<file path="src/fhdp_ram.sv">
module fhdp_ram #(
    parameter int WIDTH = 8,
    parameter int DEPTH = 256
) (
    input  logic                     aclk,
    input  logic                     wr_en,
    input  logic [$clog2(DEPTH)-1:0] wr_addr,
    input  logic [WIDTH-1:0]         wr_data,
    input  logic                     rd_en,
    input  logic [$clog2(DEPTH)-1:0] rd_addr,
    output logic [WIDTH-1:0]         rd_data
);

    logic [WIDTH-1:0] mem [DEPTH];

    always_ff @(posedge aclk) begin
        if (wr_en) begin
            mem[wr_addr] <= wr_data;
        end
        if (rd_en) begin
            rd_data <= mem[rd_addr];
        end
    end

endmodule

</file>
<file path="config.mk">
export PLATFORM = sky130hd
export DESIGN_NAME = fhdp_ram
export DESIGN_NICKNAME = d
export VERILOG_FILES = /design/src/fhdp_ram.sv
export SDC_FILE = /design/constraint.sdc
export NUM_CORES = 2
export LEC_CHECK = 0
export BUFFER_PORTS_ARGS = -buffer_cell sky130_fd_sc_hd__buf_4
export CAP_MARGIN = 20
export CORE_AREA = 2 2 377 379
export DETAILED_ROUTE_END_ITERATION = 7
export DIE_AREA = 0 0 379 381
export HOLD_SLACK_MARGIN = 0.12
export PLACE_DENSITY_LB_ADDON = 0.2
export SLEW_MARGIN = 10
export SYNTH_ARGS = -nofsm -noshare
export SYNTH_HDL_FRONTEND = slang
export SYNTH_SLANG_ARGS = --single-unit
</file>
<file path="constraint.sdc">
create_clock -name aclk -period 2.1 [get_ports aclk]
set_input_delay 0.21 -clock aclk [delete_from_list [all_inputs] [get_ports aclk]]
set_output_delay 0.21 -clock aclk [all_outputs]
set_load 0.03 [all_outputs]
</file>
==> flow_summary.yaml <==
sta:
  setup_slack_ns: -0.3245
  setup_violations: 8
  worst_slew_pin_slew_ns: 1.029
  rsz0062_at_grt: "true"
  final-hold-violation-count: 0
  timing.hold.ws_ns: 0.1357
  relSlewSlack_pct: 31.16
  fin_crit_sh_pct: 115.5
  fmax_mhz: 412.5
  fin_skew_ns: 0.03537
  layout_min_cycle_time_ns: 2.425
  maxSlewViolCount: 0
grt:
  grt_pass1_vias: 41030
  grt_antenna_before_repair: 11
  grt_pass1_wl_um: 287600
  overflow: 0
  grt_usage_pct: 27.99
  grt_max_degree: 87
power:
  finalPower_w: 0.08439
  vdd_drop_max_uv: 915.6
  power_density_mw_per_mm2: 891.4
  p_leak_nw: 30.84
status:
  violations: "setup timing"
  status: "finished, violations left"
clocking:
  clockBufferDepth: 3
  numCtsBuffers: 199
  cts_tree: "done"
  clk_pin_slew_worst_paths_ns: 0.06
  cts_setup_buffers: 0
  clock_sinks: 2056
  htreeDepth: 4
  clock_latency_ns: 0.83
  clock_tree.root_cell: "clkbuf_16"
synthesis:
  synth_cell_types: 54
  synth-seq-cells: 2056
  synth_top_area_cell: "edfxtp_1"
  synth_warnings: 0
  yosys.area.top_type_share_pct: 77.53
  ys_async_sr_fraction_pct: 0
  synth_edf_count: 2056
  yosys-top-cells-area: "edfxtp_1, mux4_2, mux2i_1"
  avgSynthCellArea_sq_um: 21.33
  synth.most_common_cell: "edfxtp_1"
  synth_flop_cell: "edfxtp_1"
  synthCells: 3733
  ys_seq_area_share_pct: 77.53
  synth_area_sq_mm: 0.07964
  synth_nets: 3760
  synth_common_cells: "edfxtp_1, mux4_2, nor2_1, mux2i_1, a22oi_1"
route:
  drt-total-wl_um: 199000
  final_antenna_net_count: 0
  vias: 41620
  dr.first_iter.drc_count: 5499
  avgViaCountPerCell: 6.346
  drtPass1Iterations: 6
  routedWlPerCell_um: 30.34
  drc: 0
layout:
  nFillCells: 8851
  multi_input_area_sq_mm: 0.01698
  ff_latch_area_sq_mm: 0.06174
  drive_above_1_share_pct: 34.53
  area_growth_pct: 18.87
  num-nets-final: 4529
die:
  die_w_um: 379
  start_util_pct: 56.66
  die-area_sq_mm: 0.1444
  io_pins: 35
  num_rows: 138
  fp.dieH_um: 381
  core-area_sq_mm: 0.1406
critical_path:
  path_max_fanout: 1
  critPathKind: "reg2reg"
  end_kind: "register"
  arrival_ns: 2.99
  reg2reg_from: "mem[139][7]$_DFFE_PP_"
  crit_start: "mem[139][7]$_DFFE_PP_"
  worstSetupStartpointType: "register"
  cp.required_ns: 2.67
placement:
  dp_hpwl_um: 130800
  gp_congestion: 0.8908
  port_buffers: 34
run:
  max-cap-violations: 0
worst_hold_path:
  hp-class: "in2reg"
  min_from: "wr_addr[5]"
## layout make-up
| cell class | count | share of cell area, % |
|---|---|---|
| tap | 1890 | 2.498 |
| timing repair buffer | 801 | 7.815 |
| inverter | 2 | 0.007930 |
| clock inverter | 115 | 1.034 |
| multi-input combinational | 1442 | 17.94 |
| antenna | 5 | 0.01322 |
| sequential | 2056 | 65.22 |
| clock buffer | 247 | 5.473 |
## cell usage in the layout (no fill, tap or decap), drive strengths merged, types with 6 or more instances in the layout
master	n
edfxtp	2056
buf	778
mux4	456
nor2	282
clkbuf	251
mux2i	134
a22oi	133
a21oi	96
clkinv	87
o221ai	47
nand3	34
nand2	33
nor2b	31
o22ai	28
nor4	27
nor3	22
dlygate4sd3	19
a211oi	16
a221oi	14
o21ai	12
bufinv	11
inv	11
nand4	10
o211ai	10
nand2b	8
a22o	8
clkinvlp	8
and2	6
## worst max-delay path, cell delays in order, from the launching register on
cell	delay, ns
edfxtp_1	0.36
mux4_2	0.52
mux4_2	0.52
nor2_4	0.15
a2111oi_4	0.05
nor3_4	0.32
buf_4	0.19
nor4_2	0.04
## stage by stage
stage | area, sq um | setup slack, ns | cells | TNS (ns) | utilization [%]
global placement | 87840 | -1.402 | 6172 | -42.21 | 62.50
global route | 94650 | -0.3311 | 6553 | -1.878 | 67.34
finish | 94660 | -0.3245 | 6558 | -1.473 | 67.35
detailed placement | 87860 | -1.242 | 6173 | -44.91 | 62.51
CTS | 94450 | -0.3247 | 6553 | -8.117 | 67.20
floorplan | 79920 | -0.06740 | 3733 | -0.4507 | -
## where the power goes
part	switching, W	internal (W)	total, W
clock	0.0151	0.0189	0.0340
combinational	0.00293	0.00215	0.00508
sequential	0.0000655	0.0452	0.0453
total	0.0181	0.0663	0.0844
## flip-flops by register name (all words and copies together) (netlist names)
signal   count
rd_data      8
mem       2048
## path summary, 6_finish.rpt
kind | to | slack, ns | cells past startpoint
setup / recovery | rd_data[7]$_DFFE_PP_ | -0.32 | 7
hold / removal | mem[120][3]$_DFFE_PP_ | 0.14 | 4
setup reg to reg | rd_data[7]$_DFFE_PP_ | -0.32 | 7
hold reg to reg | rd_data[5]$_DFFE_PP_ | 1.13 | 7
## logic make-up after synthesis
| logic type | share of synthesized area (%) |
|---|---|
| simple gates | 2.625 |
| flops | 77.53 |
| buf+inv | 1.829 |
| compound gates | 3.416 |
| mux | 14.60 |
## what timing repair did
item                       4_1_cts  5_1_grt
pin swaps                       19        9
cloned                           0        0
setup endpoints to repair        8      218
gates resized for setup         45       51
hold buffers                    19        0
hold endpoints to repair      1235        0
## routing by layer
metal | up-vias | routed length (um) | global-route usage (%)
li1 | 17260 | - | -
met5 | - | 57 | 0
met1 | 21920 | 78790 | 41.38
met3 | 322 | 18510 | 4.812
met2 | 2106 | 95980 | 43.54
met4 | 8 | 5637 | 8.275
Note: power is estimated with default switching activity, not from simulation.
