$ cat src/fhdp_pkg.sv
package fhdp_pkg;

    localparam int MAX_WIDTH  = 512;
    localparam int MAX_HEIGHT = 512;
    localparam int MAX_DEPTH  = 1024;
    localparam int VOXEL_BITS = 32;

    localparam int COL_W     = (MAX_WIDTH > 1) ? $clog2(MAX_WIDTH) : 1;
    localparam int ROW_W     = (MAX_HEIGHT > 1) ? $clog2(MAX_HEIGHT) : 1;
    localparam int SLICE_W   = $clog2(MAX_DEPTH);
    localparam int MAP_DEPTH = MAX_WIDTH * MAX_HEIGHT;
    localparam int ADDR_W    = (MAP_DEPTH > 1) ? $clog2(MAP_DEPTH) : 1;

    // Field and register widths fixed by the interface.
    localparam int VOXEL_W      = 32;
    localparam int LEVEL_W      = 10;
    localparam int THRESH_W     = 32;
    localparam int WIDTH_REG_W  = 10;
    localparam int HEIGHT_REG_W = 10;
    localparam int DEPTH_REG_W  = 11;
    localparam int CFG_DATA_W   = 32;
    localparam int CFG_IDX_W    = 2;
    localparam int S_TDATA_W    = 32;
    localparam int M_TDATA_W    = 16;

    typedef enum logic [CFG_IDX_W-1:0] {
        REG_THRESHOLD    = 2'd0,
        REG_IMAGE_WIDTH  = 2'd1,
        REG_IMAGE_HEIGHT = 2'd2,
        REG_VOLUME_DEPTH = 2'd3
    } fhdp_reg_idx_t;

    // One accepted voxel as handed from the position logic to the map update.
    typedef struct packed {
        logic [ADDR_W-1:0]  addr;
        logic [SLICE_W-1:0] slice;
        logic               hit;
        logic               last_slice;
        logic               last_voxel;
    } fhdp_item_t;

endpackage

$ cat src/fhdp_update.sv
module fhdp_update (
    input  logic                               aclk,
    input  logic                               aresetn,
    input  logic                               in_accept,
    input  fhdp_pkg::fhdp_item_t               in_item,
    output logic                               in_ready,
    input  logic [fhdp_pkg::SLICE_W-1:0]       ram_rd_data,
    output logic                               ram_wr_en,
    output logic [fhdp_pkg::ADDR_W-1:0]        ram_wr_addr,
    output logic [fhdp_pkg::SLICE_W-1:0]       ram_wr_data,
    output logic                               m_valid,
    input  logic                               m_ready,
    output logic [fhdp_pkg::LEVEL_W-1:0]       m_level,
    output logic                               m_final,
    output logic                               m_last
);
    import fhdp_pkg::*;

    logic                s1_valid_reg, s1_valid_next;
    fhdp_item_t          s1_item_reg;
    logic                s1_fwd_reg;
    logic [SLICE_W-1:0]  s1_fwd_data_reg;
    logic                s1_fire;
    logic [SLICE_W-1:0]  old_level, new_level;
    logic                out_valid_reg, out_valid_next;
    logic [LEVEL_W-1:0]  out_level_reg;
    logic                out_final_reg, out_last_reg;

    // The entry written in the cycle of a read is taken from the forward path.
    assign old_level = s1_fwd_reg ? s1_fwd_data_reg : ram_rd_data;

    always_comb begin
        if (s1_item_reg.slice == '0) begin
            new_level = '0;
        end else if (s1_item_reg.hit && old_level == '0) begin
            new_level = s1_item_reg.slice;
        end else begin
            new_level = old_level;
        end
    end

    assign s1_fire  = s1_valid_reg && (!out_valid_reg || m_ready);
    assign in_ready = !s1_valid_reg || s1_fire;

    assign ram_wr_en   = s1_fire;
    assign ram_wr_addr = s1_item_reg.addr;
    assign ram_wr_data = new_level;

    always_comb begin
        s1_valid_next = s1_valid_reg;
        if (in_accept) s1_valid_next = 1'b1;
        else if (s1_fire) s1_valid_next = 1'b0;
        out_valid_next = out_valid_reg;
        if (s1_fire) out_valid_next = 1'b1;
        else if (m_ready) out_valid_next = 1'b0;
    end

    always_ff @(posedge aclk) begin
        if (!aresetn) begin
            s1_valid_reg  <= 1'b0;
            out_valid_reg <= 1'b0;
        end else begin
            s1_valid_reg  <= s1_valid_next;
            out_valid_reg <= out_valid_next;
        end
    end

    always_ff @(posedge aclk) begin
        if (in_accept) begin
            s1_item_reg     <= in_item;
            s1_fwd_reg      <= s1_fire && (s1_item_reg.addr == in_item.addr);
            s1_fwd_data_reg <= new_level;
        end
        if (s1_fire) begin
            out_level_reg <= LEVEL_W'(new_level);
            out_final_reg <= s1_item_reg.last_slice;
            out_last_reg  <= s1_item_reg.last_voxel;
        end
    end

    assign m_valid = out_valid_reg;
    assign m_level = out_level_reg;
    assign m_final = out_final_reg;
    assign m_last  = out_last_reg;

endmodule

$ cat config.mk
export PLATFORM = sky130hd
export DESIGN_NAME = fhdp_update
export DESIGN_NICKNAME = d
export VERILOG_FILES = /design/src/fhdp_pkg.sv /design/src/fhdp_update.sv
export SDC_FILE = /design/constraint.sdc
export NUM_CORES = 1
export LEC_CHECK = 0
export ABC_AREA = 1
export CORE_ASPECT_RATIO = 2
export CORE_UTILIZATION = 62
export CTS_BUF_LIST = sky130_fd_sc_hd__clkbuf_8 sky130_fd_sc_hd__clkbuf_16
export DETAILED_ROUTE_END_ITERATION = 10
export DONT_BUFFER_PORTS = 1
export PLACE_DENSITY = 0.78
export SLEW_MARGIN = 30
export SYNTH_ARGS = -nofsm -noshare
export SYNTH_HDL_FRONTEND = slang
export SYNTH_SLANG_ARGS = --single-unit
$ cat constraint.sdc
create_clock -name aclk -period 2.3 [get_ports aclk]
set_input_delay 0.345 -clock aclk [delete_from_list [all_inputs] [get_ports aclk]]
set_output_delay 0.345 -clock aclk [all_outputs]
set_load 0.05 [all_outputs]
==> run_results.csv <==
group,metric,value,unit
timing,timing.final.ws_setup,-126,ps
setup_path,path_max_fanout,7,
clocking,clock-sinks,56,
yosys,synthSimpleGateAreaFrac,13.0,%
yosys,syn-num-nets,258,
yosys,synth_top_family_by_area,"simple AND/OR/NAND/NOR gates",
cells_and_area,num_antenna_cells,0,
setup_path,r2r-end,"m_level[2]$_DFFE_PP_",
timing,relSlewSlack,53.2,%
timing,drv_slew,0,
placement,port-buffer-count,0,
yosys,syn_avg_cell_area,11.7,um^2
detailed_routing,routed_wl,5.56,mm
floorplan,die_area,4280,um^2
placement,dp_cells,266,
global_routing,grt_max_degree,44,
setup_path,start_kind,"flop",
yosys,synth_cell_type_count,21,
cells_and_area,final_nets,277,
yosys,synth.ff_latch_count,56,
global_routing,grt_pass1_wl,7.34,mm
floorplan,io_pins,88,
power,power_frac_clock,27.1,%
timing,setup_viol,10,
timing,rsz0062_at_grt,"true",
clocking,clkLatencyLatePin,310,ps
clocking,clockBufferDepth,2,
cells_and_area,largest_reg_flops,18,
setup_path,critical_path_class,"flop to primary output",
clocking,ctsRootBufferMaster,"clkbuf_8",
power,combPwrFrac,13.2,%
placement,hpwl,3.41,mm
detailed_routing,drtPass1Iterations,5,
clocking,h-tree-depth,2,
yosys,yosysSeqAreaShare,66.9,%
placement,place_congestion,0.844,
yosys,synth_xor_area_share,4.94,%
detailed_routing,vias,1581,
power,power_density,728,nW/um^2
outcome,violations,"negative setup slack",
clocking,cts.clk_slew.worst_paths,100,ps
timing,fin_worst_skew,7.30,ps
floorplan,die-width,46.8,um
timing,hold_slack,127,ps
setup_path,regToRegStartpoint,"s1_fwd_reg$_DFFE_PP_",
power,pwr-share-seq,59.7,%
timing,max_freq,412,MHz
worst_hold_path,hp-class,"input pin to flop",
setup_path,path_depth,10,
floorplan,die_h,91.5,um
floorplan,start_util,64.6,%
yosys,synth_fa_ha_area_share,0,%
floorplan,rows,32,
setup_path,cp_slowest_cell,"edfxtp_1",
setup_path,path_buf_inv,3,
cells_and_area,stdcell_count,284,
power,peakVddDrop,651,uV
detailed_routing,route.detailed.drc,0,
yosys,synth_mux_area_share,0,%
yosys,ys.warnings.count,0,
setup_path,end_kind,"primary output",
setup_path,critPathArrivalTime,2080,ps
yosys,synthCells,213,
global_routing,grt_use_total,24.9,%
floorplan,core_area,3840,um^2
detailed_routing,ant_nets,0,
global_routing,grt_pass1_vias,1592,
detailed_routing,wl_per_cell,19.6,um
cells_and_area,area_growth,25.9,%
clocking,numCtsBuffers,5,
power,p_int,0.00165,W
setup_path,cpLargestDelayFamily,"simple AND/OR/NAND/NOR gates",
timing,period_needed,2430,ps
yosys,synth_compound_area_share,3.98,%
global_routing,grt.overflow.total,0,
timing,timing_hold_violations_final,0,
cells_and_area,nFillCells,213,
timing,setup_tns,-865,ps
setup_path,crit_path_cell_trace,"buf_6 > nand2_1 > nand2_2 > nor2_1 > nand2_1 > nor2_4 > buf_6 > nand3_4 > a21oi_4 > buf_12",
setup_path,cpPeakStageDelay,440,ps
power,p_sw_share,27.7,%
detailed_routing,viasPerCell,5.57,
yosys,syn_area,2480,um^2
setup_path,cp.required,1960,ps
global_routing,antenna_found_initial,0,
setup_path,worstSetupStartpoint,"s1_fwd_reg$_DFFE_PP_",
setup_path,r2r_slack,350,ps
timing,period_share,105,%
power,p_leak,1.20,nW
detailed_routing,drt_iter0_drc,47,
job,cap_violations,0,
cells_and_area,drive_gt1_share,37.8,%
setup_path,r2r_cells,9,
setup_path,critPathCapture,"ram_wr_data[4]",
power,power_switching,0.000632,W
timing,tightest_slew,702,ps
outcome,outcome,"finished, violations left",
clocking,cts_tree,"yes",
placement,place_ws,236,ps
[worst register-to-register path: stages (launching register included)]
cell      delay [ps]
edfxtp_1         440
buf_6            180
o21ai_4          200
nand2_1          150
nor2_4           190
buf_6            160
nand3_1          100
nand2_1           80
nor2_2            50
buf_6            150
[worst min-delay path by stage]
| stage | start | end | cells past startpoint |
|---|---|---|---|
| after floorplan | s1_item_reg[1]$_DFFE_PP_ | m_final$_DFFE_PP_ | 0 |
| after global placement | s1_item_reg[0]$_DFFE_PP_ | m_last$_DFFE_PP_ | 0 |
| after detailed placement | s1_item_reg[0]$_DFFE_PP_ | m_last$_DFFE_PP_ | 0 |
| after CTS | in_item[1] | s1_item_reg[1]$_DFFE_PP_ | 0 |
| after global routing | in_item[0] | s1_item_reg[0]$_DFFE_PP_ | 0 |
| final | in_item[1] | s1_item_reg[1]$_DFFE_PP_ | 0 |
[per-stage QoR]
stage	power (W)	instance area, um^2	util (%)
after detailed placement	0.00162	2670	69.4
after floorplan	0.00156	2510	-
after global placement	0.00160	2670	69.4
after CTS	0.00224	2890	75.2
final	0.00228	3130	81.4
after global routing	0.00235	3130	81.4
[timing repair]
| item | in CTS | in global routing |
|---|---|---|
| buffers inserted | 3 | 6 |
| hold buffers | 0 | 0 |
| endpoints found under the setup margin | 9 | 10 |
| gates resized for setup | 24 | 43 |
| gates cloned | 1 | 0 |
| pin swaps | 10 | 20 |
[routing by layer]
layer	share of wire (%)	vias to the layer above	global-route usage [%]
met3	4.9	21	5.37
met4	4.4	0	13.3
li1	-	723	-
met1	32	761	23.6
met2	59	76	44.9
met5	0	-	0
[placed cells by master (no fill, tap or decap), drive strengths merged, types with 2 or more instances in the layout]
cell type   n
edfxtp     54
nand2      43
buf        33
inv        30
nand3      13
nor2       12
a21oi      10
xnor2       7
xor2        7
o21ai       7
nor3        6
clkbuf      5
dfxtp       2
[power groups by stage]
stage	Clock [W]	Sequential, W	Combinational (W)
after floorplan	0	0.00129	0.000270
after global placement	0	0.00137	0.000232
after detailed placement	0	0.00138	0.000240
after CTS	0.000628	0.00136	0.000255
after global routing	0.000669	0.00137	0.000318
final	0.000618	0.00136	0.000300
[kinds of logic (layout without fill, tap and decap cells)]
| group | count (synthesis) | in the layout |
|---|---|---|
| xor gates and xnor gates | 14 | 14 |
| and+or+nand+nor | 75 | 75 |
| AOI/OAI and AO/OA | 18 | 18 |
| buffers and inverters | 50 | 70 |
| DFF | 56 | 56 |
[synth_stat cells]
cell / instances / area (um^2)
o21ai_0: 4 / 20.0
nand3_1: 12 / 60.1
nor3_1: 5 / 25.0
nand3_2: 1 / 10.0
o21ai_1: 1 / 5.00
nor3_2: 1 / 10.0
o21ai_2: 2 / 17.5
xor2_1: 7 / 61.3
o22ai_1: 1 / 6.26
dfxtp_1: 2 / 40.0
edfxtp_1: 54 / 1620
nor2_2: 2 / 12.5
buf_6: 3 / 33.8
inv_2: 1 / 3.75
buf_4: 18 / 135
xnor2_1: 7 / 61.3
or2_1: 1 / 6.26
nand2_1: 43 / 161
nor2_1: 10 / 37.5
a21oi_1: 10 / 50.1
inv_1: 28 / 105
[cell type report]
type	instances	area (um^2)	share of cell area [%]
clock inverters	3	38.8	1.24
multi-input cells	107	806	25.8
well taps	51	63.8	2.04
inverters	29	116	3.72
repair buffers	33	373	11.9
clock buffers	5	68.8	2.20
flip-flops and latches	56	1660	53.1
Power figures use the tool's default switching activity.
