===== config.mk =====
export PLATFORM = sky130hd
export DESIGN_NAME = fhdp_front
export DESIGN_NICKNAME = d
export VERILOG_FILES = /design/src/fhdp_pkg.sv /design/src/fhdp_front.sv
export SDC_FILE = /design/constraint.sdc
export NUM_CORES = 1
export LEC_CHECK = 0
export BUFFER_PORTS_ARGS = -buffer_cell sky130_fd_sc_hd__buf_4
export CAP_MARGIN = 20
export CORE_UTILIZATION = 35
export CTS_CLUSTER_DIAMETER = 40
export DETAILED_ROUTE_END_ITERATION = 8
export GPL_TIMING_DRIVEN = 0
export PLACE_DENSITY_LB_ADDON = 0.05
export RECOVER_POWER = 25
export SYNTH_ARGS = -nofsm -noshare
export SYNTH_HDL_FRONTEND = slang
export SYNTH_SLANG_ARGS = --single-unit

===== constraint.sdc =====
create_clock -name aclk -period 3.2 [get_ports aclk]
set_input_delay 0 -clock aclk [delete_from_list [all_inputs] [get_ports aclk]]
set_output_delay 0 -clock aclk [all_outputs]
set_load 0.01 [all_outputs]

===== src/fhdp_pkg.sv =====
package fhdp_pkg;

    localparam int MAX_WIDTH  = 512;
    localparam int MAX_HEIGHT = 512;
    localparam int MAX_DEPTH  = 1024;
    localparam int VOXEL_BITS = 32;

    localparam int COL_W     = (MAX_WIDTH > 1) ? $clog2(MAX_WIDTH) : 1;
    localparam int ROW_W     = (MAX_HEIGHT > 1) ? $clog2(MAX_HEIGHT) : 1;
    localparam int SLICE_W   = $clog2(MAX_DEPTH);
    localparam int MAP_DEPTH = MAX_WIDTH * MAX_HEIGHT;
    localparam int ADDR_W    = (MAP_DEPTH > 1) ? $clog2(MAP_DEPTH) : 1;

    // Field and register widths fixed by the interface.
    localparam int VOXEL_W      = 32;
    localparam int LEVEL_W      = 10;
    localparam int THRESH_W     = 32;
    localparam int WIDTH_REG_W  = 10;
    localparam int HEIGHT_REG_W = 10;
    localparam int DEPTH_REG_W  = 11;
    localparam int CFG_DATA_W   = 32;
    localparam int CFG_IDX_W    = 2;
    localparam int S_TDATA_W    = 32;
    localparam int M_TDATA_W    = 16;

    typedef enum logic [CFG_IDX_W-1:0] {
        REG_THRESHOLD    = 2'd0,
        REG_IMAGE_WIDTH  = 2'd1,
        REG_IMAGE_HEIGHT = 2'd2,
        REG_VOLUME_DEPTH = 2'd3
    } fhdp_reg_idx_t;

    // One accepted voxel as handed from the position logic to the map update.
    typedef struct packed {
        logic [ADDR_W-1:0]  addr;
        logic [SLICE_W-1:0] slice;
        logic               hit;
        logic               last_slice;
        logic               last_voxel;
    } fhdp_item_t;

endpackage


===== src/fhdp_front.sv =====
module fhdp_front (
    input  logic                               aclk,
    input  logic                               aresetn,
    input  logic                               cfg_wr_en,
    input  logic [fhdp_pkg::CFG_IDX_W-1:0]     cfg_wr_index,
    input  logic [fhdp_pkg::CFG_DATA_W-1:0]    cfg_wr_data,
    input  logic                               in_accept,
    input  logic [fhdp_pkg::VOXEL_W-1:0]       voxel_value,
    input  logic                               start_of_volume,
    output fhdp_pkg::fhdp_item_t               item
);
    import fhdp_pkg::*;

    logic signed [THRESH_W-1:0] threshold_reg;
    logic [COL_W-1:0]   w_m1_reg;
    logic [ROW_W-1:0]   h_m1_reg;
    logic [SLICE_W-1:0] d_m1_reg;
    logic [COL_W-1:0]   col_reg, col_next, col_eff;
    logic [ROW_W-1:0]   row_reg, row_next, row_eff;
    logic [SLICE_W-1:0] slice_reg, slice_next, slice_eff;
    logic [WIDTH_REG_W-1:0]  wv;
    logic [HEIGHT_REG_W-1:0] hv;
    logic [DEPTH_REG_W-1:0]  dv;
    logic signed [VOXEL_BITS-1:0] voxel_s;
    logic col_wrap, row_wrap, slice_wrap;

    assign wv = cfg_wr_data[WIDTH_REG_W-1:0];
    assign hv = cfg_wr_data[HEIGHT_REG_W-1:0];
    assign dv = cfg_wr_data[DEPTH_REG_W-1:0];

    // Dimensions are kept as clamped value minus one: zero acts as one,
    // anything above the maximum saturates.
    always_ff @(posedge aclk) begin
        if (!aresetn) begin
            threshold_reg <= '0;
            w_m1_reg      <= COL_W'(MAX_WIDTH - 1);
            h_m1_reg      <= ROW_W'(MAX_HEIGHT - 1);
            d_m1_reg      <= SLICE_W'(MAX_DEPTH - 1);
        end else if (cfg_wr_en) begin
            case (fhdp_reg_idx_t'(cfg_wr_index))
                REG_THRESHOLD: begin
                    threshold_reg <= $signed(cfg_wr_data[THRESH_W-1:0]);
                end
                REG_IMAGE_WIDTH: begin
                    if (wv == '0) w_m1_reg <= '0;
                    else if (32'(wv) > MAX_WIDTH) w_m1_reg <= COL_W'(MAX_WIDTH - 1);
                    else w_m1_reg <= COL_W'(wv - 1'b1);
                end
                REG_IMAGE_HEIGHT: begin
                    if (hv == '0) h_m1_reg <= '0;
                    else if (32'(hv) > MAX_HEIGHT) h_m1_reg <= ROW_W'(MAX_HEIGHT - 1);
                    else h_m1_reg <= ROW_W'(hv - 1'b1);
                end
                REG_VOLUME_DEPTH: begin
                    if (dv == '0) d_m1_reg <= '0;
                    else if (32'(dv) > MAX_DEPTH) d_m1_reg <= SLICE_W'(MAX_DEPTH - 1);
                    else d_m1_reg <= SLICE_W'(dv - 1'b1);
                end
                default: begin
                end
            endcase
        end
    end

    // Position of this voxel: a start flag or a shrunken dimension zeroes it.
    always_comb begin
        col_eff   = (start_of_volume || col_reg > w_m1_reg) ? '0 : col_reg;
        row_eff   = (start_of_volume || row_reg > h_m1_reg) ? '0 : row_reg;
        slice_eff = (start_of_volume || slice_reg > d_m1_reg) ? '0 : slice_reg;
        col_wrap   = (col_eff == w_m1_reg);
        row_wrap   = (row_eff == h_m1_reg);
        slice_wrap = (slice_eff == d_m1_reg);
        col_next   = col_wrap ? '0 : col_eff + 1'b1;
        row_next   = row_eff;
        slice_next = slice_eff;
        if (col_wrap) begin
            row_next = row_wrap ? '0 : row_eff + 1'b1;
            if (row_wrap) begin
                slice_next = slice_wrap ? '0 : slice_eff + 1'b1;
            end
        end
    end

    always_ff @(posedge aclk) begin
        if (!aresetn) begin
            col_reg   <= '0;
            row_reg   <= '0;
            slice_reg <= '0;
        end else if (in_accept) begin
            col_reg   <= col_next;
            row_reg   <= row_next;
            slice_reg <= slice_next;
        end
    end

    assign voxel_s = $signed(voxel_value[VOXEL_BITS-1:0]);

    always_comb begin
        item.addr       = ADDR_W'(row_eff) * ADDR_W'(MAX_WIDTH) + ADDR_W'(col_eff);
        item.slice      = slice_eff;
        item.hit        = (voxel_s > threshold_reg);
        item.last_slice = slice_wrap;
        item.last_voxel = slice_wrap && row_wrap && col_wrap;
    end

endmodule


==> flow_metrics.tcl, run 1 <==
set metrics [dict create \
    outcome "complete, but fails checks" \
    violations "negative setup slack" \
    clk_pin_slew_ns 0.07 \
    antenna_cells 0 \
    syn_avg_cell_area_um2 7.51 \
    synth_nets 977 \
    die_area_mm2 0.0186 \
    drt-total-wl_um 20300 \
    vias 6716 \
    r2r-end "slice_reg[8]" \
    power_frac_seq_pct 43.7 \
    total_power_uw 2640 \
    critPathKind "reg2reg" \
    syn_area_mm2 0.00632 \
    ios 102 \
    track_usage_pct 22.2 \
    slew_violations 0 \
    setup_viol 2 \
    synthCells 842 \
    ff2ff_setup_slack_ns -0.02 \
    startpoint_type "register" \
    postRouteAntennaNets 0 \
    holdWs_ns 0.0419 \
    hold-path-endpoint "threshold_reg[31]" \
    wire_per_inst_um 16.2 \
    hold_viol_final 0 \
    synth.ff_latch_count 88 \
    reg2regPathDepth 14 \
    ir_worst_vdd_mv 0.289 \
    fin_area_mm2 0.00882 \
    fin_crit_sh_pct 101 \
    yosys.area_share.adder_pct 13.1 \
    ys.flop_type "dfxtp_1" \
    portBuffers 100 \
    rsz0062_at_grt "yes" \
    layout_commonest_cell "buf_4" \
    viasPerCell 5.37 \
    cts_root_buffer "clkbuf_16" \
    h-tree-depth 3 \
    async_reset_ff_share_pct 0 \
    clkSinkCount 88 \
    place_congestion 0.843 \
    drt-pass1-iter-count 5 \
    synth_cell_types 70 \
    drc 0 \
    finalCriticalPeriod_ns 3.22 \
    initial_core_util_pct 36.2 \
    grt_max_degree 17 \
    placed_cell_area_mm2 0.00739 \
    cap_violations 0 \
    area_growth_pct 39.5 \
    timing.fmax_mhz 310 \
    p_sw_uw 773 \
    largest_reg_flops 32 \
    core-area_mm2 0.0175 \
    gr-total-overflow 0 \
    fin_setup_tns_ns -0.0371 \
    die_w_um 136 \
    combPwrFrac_pct 17.4 \
    cts_max_path_buffers 2 \
    dieHeight_um 136 \
    cp-end-kind "register" \
    seq_area_frac_synth_pct 27.9 \
    layout_common_cells "136 x buf_4, 121 x nand2_1, 75 x inv_1, 71 x a21oi_1, 54 x dfxtp_1" \
    critical_path.max_fanout 4 \
    reg2reg_from "h_m1_reg[3]" \
    synth.mux.area_fraction_pct 0.633 \
    antenna_found_initial 0 \
    hpwl_um 15100 \
    synth_top_family_by_area "compound AO/OA/AOI/OAI gates" \
    skew_ns 0.0107 \
    power.density_mw_per_mm2 300 \
    relSlewSlack_pct 51.3 \
    drive_above_1_share_pct 27.0 \
    fin_nets 1155 \
    synthXorXnorAreaFrac_pct 1.80 \
    fin_ws_ns -0.0223 \
    grt_pass1_vias 6344 \
    clock_power_share_pct 38.9 \
    fp-row-count 48 \
    worst_ep_arrival_time_ns 3.47 \
    yosys.area_share.simple_pct 23.0 \
    synth_edf_count 0 \
    hold_path_startpoint "cfg_wr_index[0]" \
    worst_slew_pin_slew_ns 0.723 \
    drt_iter0_drc 336 \
    grt_pass1_wl_um 32200 \
    p_int_uw 1870 \
    synth_compound_area_share_pct 25.7 \
    p_leak_uw 0.00365 \
    yosys_warnings 0 \
    cts_tree "yes" \
    hold_depth 4 \
    clk-insertion-delay-late_ns 0.36 \
    cts_buffers 9 \
    required_ns 3.45 \
    switching_share_pct 29.2 \
    hold_path_class "in2reg" \
]
## layout make-up
class | count | area [um2]
inverters | 86 | 329
fillers | 1780 | 8650
clock inverters | 7 | 53.8
well taps | 225 | 282
clock buffers | 9 | 225
multi-input cells | 629 | 4560
flip-flops and latches | 88 | 1830
repair buffers | 168 | 1350
plain buffers | 38 | 200
## cell usage after synthesis, types with 4 or more instances
library cell    n  area share (%)
a211oi_1       11             1.3
a21o_1         10             1.2
a21oi_1        79             6.3
a22o_1          5            0.69
a22oi_1         7            0.83
a31oi_1         4            0.40
and2_1         17             1.7
and3_1          9            0.89
clkbuf_1       31             1.8
dfxtp_1        88              28
ha_1           64              13
inv_1          85             5.0
mux2i_1         4            0.63
nand2_1       123             7.3
nand2b_1        4            0.40
nand3_1        22             1.7
nand3b_1        4            0.47
nand4_1        18             1.8
nor2_1         41             2.4
nor2b_1         5            0.49
nor3_1         21             1.7
nor3b_1         5            0.59
nor4_1         11             1.1
o211ai_1       27             3.2
o21a_1         14             1.7
o21ai_0        36             2.8
o22ai_1         6            0.59
o41ai_1         5            0.69
or4_1           6            0.71
xnor2_1         5            0.69
xor2_1          8             1.1
## worst max-delay path: stages (launching register included)
cell and delay (ns):
dfxtp_4 0.37, inv_1 0.08, ha_1 0.30, nand4_1 0.18, buf_4 0.19, o21ai_1 0.14
nor2_2 0.07, buf_4 0.13, o22ai_2 0.16, a32oi_4 0.18, a2111o_1 0.49, buf_4 0.17
a2111oi_4 0.32, o21ai_1 0.11, a22o_1 0.24
## stage by stage
step | worst slack, ns | util, % | instances
global route | -0.218 | 50.5 | 1250
finish | -0.0223 | 50.5 | 1250
detailed placement | -0.652 | 42.3 | 1167
global placement | -0.636 | 42.3 | 1167
CTS | -0.0222 | 48.0 | 1232
floorplan | 0.00232 | - | 842
## worst max-delay path by stage
stage | from | to | slack (ns) | depth (start not counted)
floorplan | d_m1_reg[7] | slice_reg[8] | 0.002 | 15
global placement | w_m1_reg[2] | slice_reg[8] | -0.64 | 12
detailed placement | w_m1_reg[2] | slice_reg[2] | -0.65 | 12
CTS | d_m1_reg[5] | slice_reg[8] | -0.02 | 15
global route | h_m1_reg[3] | slice_reg[8] | -0.22 | 14
finish | h_m1_reg[3] | slice_reg[8] | -0.02 | 14
## logic make-up (layout without fill, tap and decap cells)
family	Yosys count	count (layout)
flops	88	88
mux	4	4
fa+ha+maj	67	67
xor+xnor	13	13
buf+inv	125	308
compound gates	245	245
simple gates	300	300
## repair_timing
item,4_1_cts,5_1_grt
endpoints found under the setup margin,27,27
hold buffers,31,0
hold endpoints to repair,31,0
setup buffers,18,19
resized for setup,72,76
pin swaps,14,31
## power by group through the flow
stage	clock, uW	sequential (uW)	combinational (uW)
final	1030	1160	460
after global routing	1090	1160	514
after CTS	1060	1160	442
after detailed placement	0	1180	389
after global placement	0	1180	389
after floorplan	0	1170	230
## routing by layer
layer | routed length, um | GRT usage (%)
met5 | 0 | 0
met4 | 402 | 7.10
met3 | 1160 | 4.66
met2 | 9410 | 37.4
met1 | 9270 | 28.2
Power figures use the tool's default switching activity.
==> inputs of run 2 (changes only) <==
==> constraint.sdc (replaced) <==
create_clock -name aclk -period 3.2 [get_ports aclk]
set_input_delay 0.16 -clock aclk [delete_from_list [all_inputs] [get_ports aclk]]
set_output_delay 0.16 -clock aclk [all_outputs]
set_load 0.01 [all_outputs]
==> flow_metrics.tcl, run 2 (synthesized netlist as in run 1, its figures left out) <==
set metrics [dict create \
    power_frac_seq_pct 44.0 \
    p_leak_uw 0.00359 \
    ios 102 \
    largest_reg_flops 32 \
    cts_root_buffer "clkbuf_16" \
    drt-pass1-iter-count 6 \
    fin_nets 1142 \
    total_power_uw 2630 \
    final_core_util_pct 50.1 \
    placed_cell_area_mm2 0.00739 \
    grt_pass1_wl_um 32000 \
    critical_path.max_fanout 9 \
    required_ns 3.45 \
    grt_pass1_vias 6281 \
    hold_viol_final 0 \
    ir_worst_vdd_mv 0.283 \
    rsz0062_at_grt "yes" \
    fp-row-count 48 \
    clk_pin_slew_ns 0.07 \
    post-place-ws_ns -0.652 \
    die_area_mm2 0.0186 \
    outcome "complete, but fails checks" \
    relSlewSlack_pct 50.0 \
    cts_tree "yes" \
    wl_met2_um 9340 \
    skew_ns 0.0116 \
    track_usage_pct 22.2 \
    clk-insertion-delay-late_ns 0.36 \
    cts_buffers 9 \
    hold_path_class "in2reg" \
    core-area_mm2 0.0175 \
    initial_core_util_pct 36.2 \
    die_w_um 136 \
    hold_depth 3 \
    fin_area_mm2 0.00875 \
    highest_layer "met4" \
    cts_max_path_buffers 2 \
    power.density_mw_per_mm2 301 \
    clock_power_share_pct 39.2 \
    timing.fmax_mhz 311 \
    drt_iter0_drc 337 \
    wire_per_inst_um 16.5 \
    layout_commonest_cell "buf_4" \
    startpoint_type "register" \
    dieHeight_um 136 \
    gr-total-overflow 0 \
    place_congestion 0.843 \
    holdWs_ns 0.0427 \
    drc 0 \
    wl_met1_um 9110 \
    fin_ws_ns -0.0175 \
    antenna_found_initial 0 \
    area_growth_pct 38.3 \
    worst_ep_arrival_time_ns 3.47 \
    p_int_uw 1860 \
    cap_violations 0 \
    drive_above_1_share_pct 30.0 \
    finalCriticalPeriod_ns 3.22 \
    viasPerCell 5.43 \
    drt-total-wl_um 20400 \
    switching_share_pct 29.5 \
    portBuffers 100 \
    reg2regPathDepth 13 \
    layout_common_cells "151 x buf_4, 122 x nand2_1, 72 x inv_1, 72 x a21oi_1, 48 x ha_1" \
    wl_met3_um 1490 \
    worst_slew_pin_slew_ns 0.750 \
    cp-end-kind "register" \
    setup_viol 1 \
    p_sw_uw 775 \
    hpwl_um 15100 \
    fin_crit_sh_pct 101 \
    clkSinkCount 88 \
    h-tree-depth 3 \
    antenna_cells 0 \
    vias 6717 \
    postRouteAntennaNets 0 \
    violations "negative setup slack" \
    grt_max_degree 17 \
    critPathKind "reg2reg" \
    combPwrFrac_pct 16.8 \
    slew_violations 0 \
]
[run 2: final timing paths]
check | startpoint | to | slack [ns]
max | col_reg[3] | row_reg[4] | -0.02
min reg2reg | threshold_reg[11] | threshold_reg[11] | 0.45
max reg2reg | col_reg[3] | row_reg[4] | -0.02
min | cfg_wr_data[13] | threshold_reg[13] | 0.04
[run 2: timing repair]
item                                    in CTS  in global routing
hold buffers                                 0                  0
setup buffers                               23                 32
resized for setup                           78                 91
endpoints found under the setup margin      27                 27
hold endpoints to repair                     0                  0
pin swaps                                   16                 40
[run 2: worst max-delay path, stage by stage (launching register included)]
cell,delay (ns)
dfxtp_2,0.46
ha_1,0.28
nand2_1,0.09
nor2_2,0.05
a2111o_1,0.40
a21o_1,0.20
buf_6,0.13
o32a_1,0.20
or3_4,0.49
nor3_4,0.26
buf_6,0.19
buf_12,0.13
o41ai_4,0.05
a31o_1,0.18
[run 2: metal layers]
| layer | global-route usage, % | vias up |
|---|---|---|
| met5 | 0 | - |
| met4 | 7.59 | 0 |
| met3 | 5.56 | 30 |
| met2 | 36.5 | 234 |
| met1 | 27.9 | 3092 |
| li1 | - | 3361 |
[run 2: power groups by stage]
stage                     logic [uW]  registers [uW]  clock network, uW
after global routing             495            1160               1090
final                            442            1160               1030
after detailed placement         389            1180                  0
after floorplan                  230            1170                  0
after CTS                        414            1160               1060
after global placement           389            1180                  0
[run 2: per-stage QoR]
| stage | instances | setup TNS, ns |
|---|---|---|
| floorplan | 842 | 0 |
| global placement | 1167 | -9.11 |
| detailed placement | 1167 | -8.93 |
| CTS | 1206 | 0 |
| global route | 1237 | -1.37 |
| finish | 1237 | -0.0175 |
[run 2: final cells by class]
cell class                 instances  area, um2
buffer                            38        204
clock buffer                       9        225
clock inverter                     7       53.8
fill                            1767       8730
inverter                          86        328
multi-input combinational        629       4650
sequential                        88       1840
tap                              225        282
timing repair buffer             155       1170
==> inputs of run 3 (changes only) <==
==> constraint.sdc (replaced) <==
create_clock -name aclk -period 2.9 [get_ports aclk]
set_input_delay 0.145 -clock aclk [delete_from_list [all_inputs] [get_ports aclk]]
set_output_delay 0.145 -clock aclk [all_outputs]
set_load 0.01 [all_outputs]
==> flow_metrics.tcl, run 3 (synthesized netlist as in run 1, its figures left out) <==
set metrics [dict create \
    outcome "complete, but fails checks" \
    violations "negative setup slack" \
    required_ns 3.14 \
    place_congestion 0.849 \
    multiInputGateArea_mm2 0.00492 \
    instances_no_fill 1255 \
    timing.fmax_mhz 316 \
    antenna_found_initial 0 \
    clk-insertion-delay-late_ns 0.35 \
    hpwl_um 15200 \
    die_area_mm2 0.0186 \
    drt_iter0_drc 375 \
    drive_above_1_share_pct 36.0 \
    wire_per_inst_um 16.9 \
    cap_violations 0 \
    drt-total-wl_um 21200 \
    fin_ws_ns -0.261 \
    postCtsHoldBufs 0 \
    power.density_mw_per_mm2 331 \
    p_leak_uw 0.00374 \
    core-area_mm2 0.0175 \
    dp.cells 1167 \
    highest_layer "met4" \
    h-tree-depth 3 \
    wl_met3_um 1140 \
    cts_root_buffer "clkbuf_16" \
    vias 6821 \
    seqCellArea_mm2 0.00187 \
    layout_commonest_cell "buf_4" \
    portBuffers 100 \
    fin_crit_sh_pct 109 \
    cts_max_path_buffers 2 \
    grt_pass1_wl_um 33000 \
    wl_met2_um 10300 \
    setup_viol 21 \
    ir_worst_vdd_mv 0.299 \
    critical_path.max_fanout 6 \
    cts_tree "yes" \
    final_core_util_pct 53.1 \
    startpoint_type "register" \
    worst_slew_pin_slew_ns 0.813 \
    grt_pass1_vias 6473 \
    rsz0062_at_grt "yes" \
    gr-total-overflow 0 \
    wl_met1_um 9360 \
    worst_ep_arrival_time_ns 3.40 \
    cts_buffers 9 \
    hold_path_class "in2reg" \
    layout_common_cells "159 x buf_4, 121 x nand2_1, 69 x a21oi_1, 62 x inv_1" \
    critPathKind "reg2reg" \
    largest_reg_flops 32 \
    hold_viol_final 0 \
    slew_violations 0 \
    finalCriticalPeriod_ns 3.16 \
    clkSinkCount 88 \
    ios 102 \
    fillCellCount 1697 \
    initial_core_util_pct 36.2 \
    clk_pin_slew_ns 0.07 \
    dieHeight_um 136 \
    drt-pass1-iter-count 5 \
    postRouteAntennaNets 0 \
    drc 0 \
    relSlewSlack_pct 45.8 \
    antenna_cells 0 \
    track_usage_pct 22.9 \
    fin_nets 1160 \
    cp-end-kind "register" \
    area_growth_pct 46.8 \
    skew_ns 0.00821 \
    fp-row-count 48 \
    die_w_um 136 \
    viasPerCell 5.44 \
    grt_max_degree 16 \
]
[run 3: cell types whose count changed in the layout (fill, tap and decap cells not counted), sizes merged]
cell	previous run	this run
bufinv	0	2
clkinv	3	4
buf	161	180
inv	87	84
clkbuf	41	40
[run 3: final cells by class]
class                           instances  area share (%)
Buffer                                 38            2.18
Sequential cell                        88            20.2
Timing Repair Buffer                  173            14.5
Inverter                               86            3.64
Clock buffer                            9            2.43
Tap cell                              225            3.03
Clock inverter                          7            1.04
Multi-Input combinational cell        629            53.0
[run 3: report_power, final]
part           internal [uW]  switching [uW]  total [uW]
Sequential              1230            36.6        1270
Combinational            238             285         523
Clock                    755             524        1280
Total                   2230             846        3070
[run 3: path summary, 6_finish.rpt]
check	startpoint	to	slack (ns)	cells after the start
max	d_m1_reg[9]	slice_reg[8]	-0.26	14
min	cfg_wr_data[25]	threshold_reg[25]	0.02	3
max reg2reg	d_m1_reg[9]	slice_reg[8]	-0.26	14
min reg2reg	threshold_reg[28]	threshold_reg[28]	0.45	2
[run 3: worst max-delay path, cell delays in order, from the launching register on]
cell and delay (ns):
dfxtp_2 0.36, inv_2 0.07, ha_4 0.27, nand4_1 0.15, or3_4 0.42, o31ai_4 0.10, o21a_1 0.20, clkbuf_8 0.15
and2_4 0.15, ha_4 0.14, and3_4 0.21, nand3_4 0.10, a2111oi_4 0.40, o21ai_1 0.12, a22o_1 0.21
[run 3: timing repair]
| action | in CTS | in global routing |
|---|---|---|
| cloned | 1 | 0 |
| pin swaps | 40 | 58 |
| gates resized for setup | 101 | 107 |
| setup endpoints to repair | 31 | 32 |
| setup buffers | 34 | 38 |
[run 3: layer usage]
| layer | up-vias | global-route usage [%] |
|---|---|---|
| li1 | 3411 | - |
| met1 | 3173 | 28.3 |
| met2 | 208 | 38.9 |
| met3 | 29 | 5.07 |
| met4 | 0 | 8.09 |
| met5 | - | 0 |
[run 3: metrics by stage]
step	cell area, um2	power [uW]	setup TNS [ns]	worst slack, ns	hold slack (ns)
floorplan	6530	1560	-0.189	-0.0614	0.281
global placement	7560	1750	-14.76	-0.842	0.395
CTS	8560	3070	-3.08	-0.287	0.0170
finish	9290	3070	-3.64	-0.261	0.0242
global route	9290	3210	-6.24	-0.378	0.0246
detailed placement	7560	1750	-14.61	-0.821	0.400
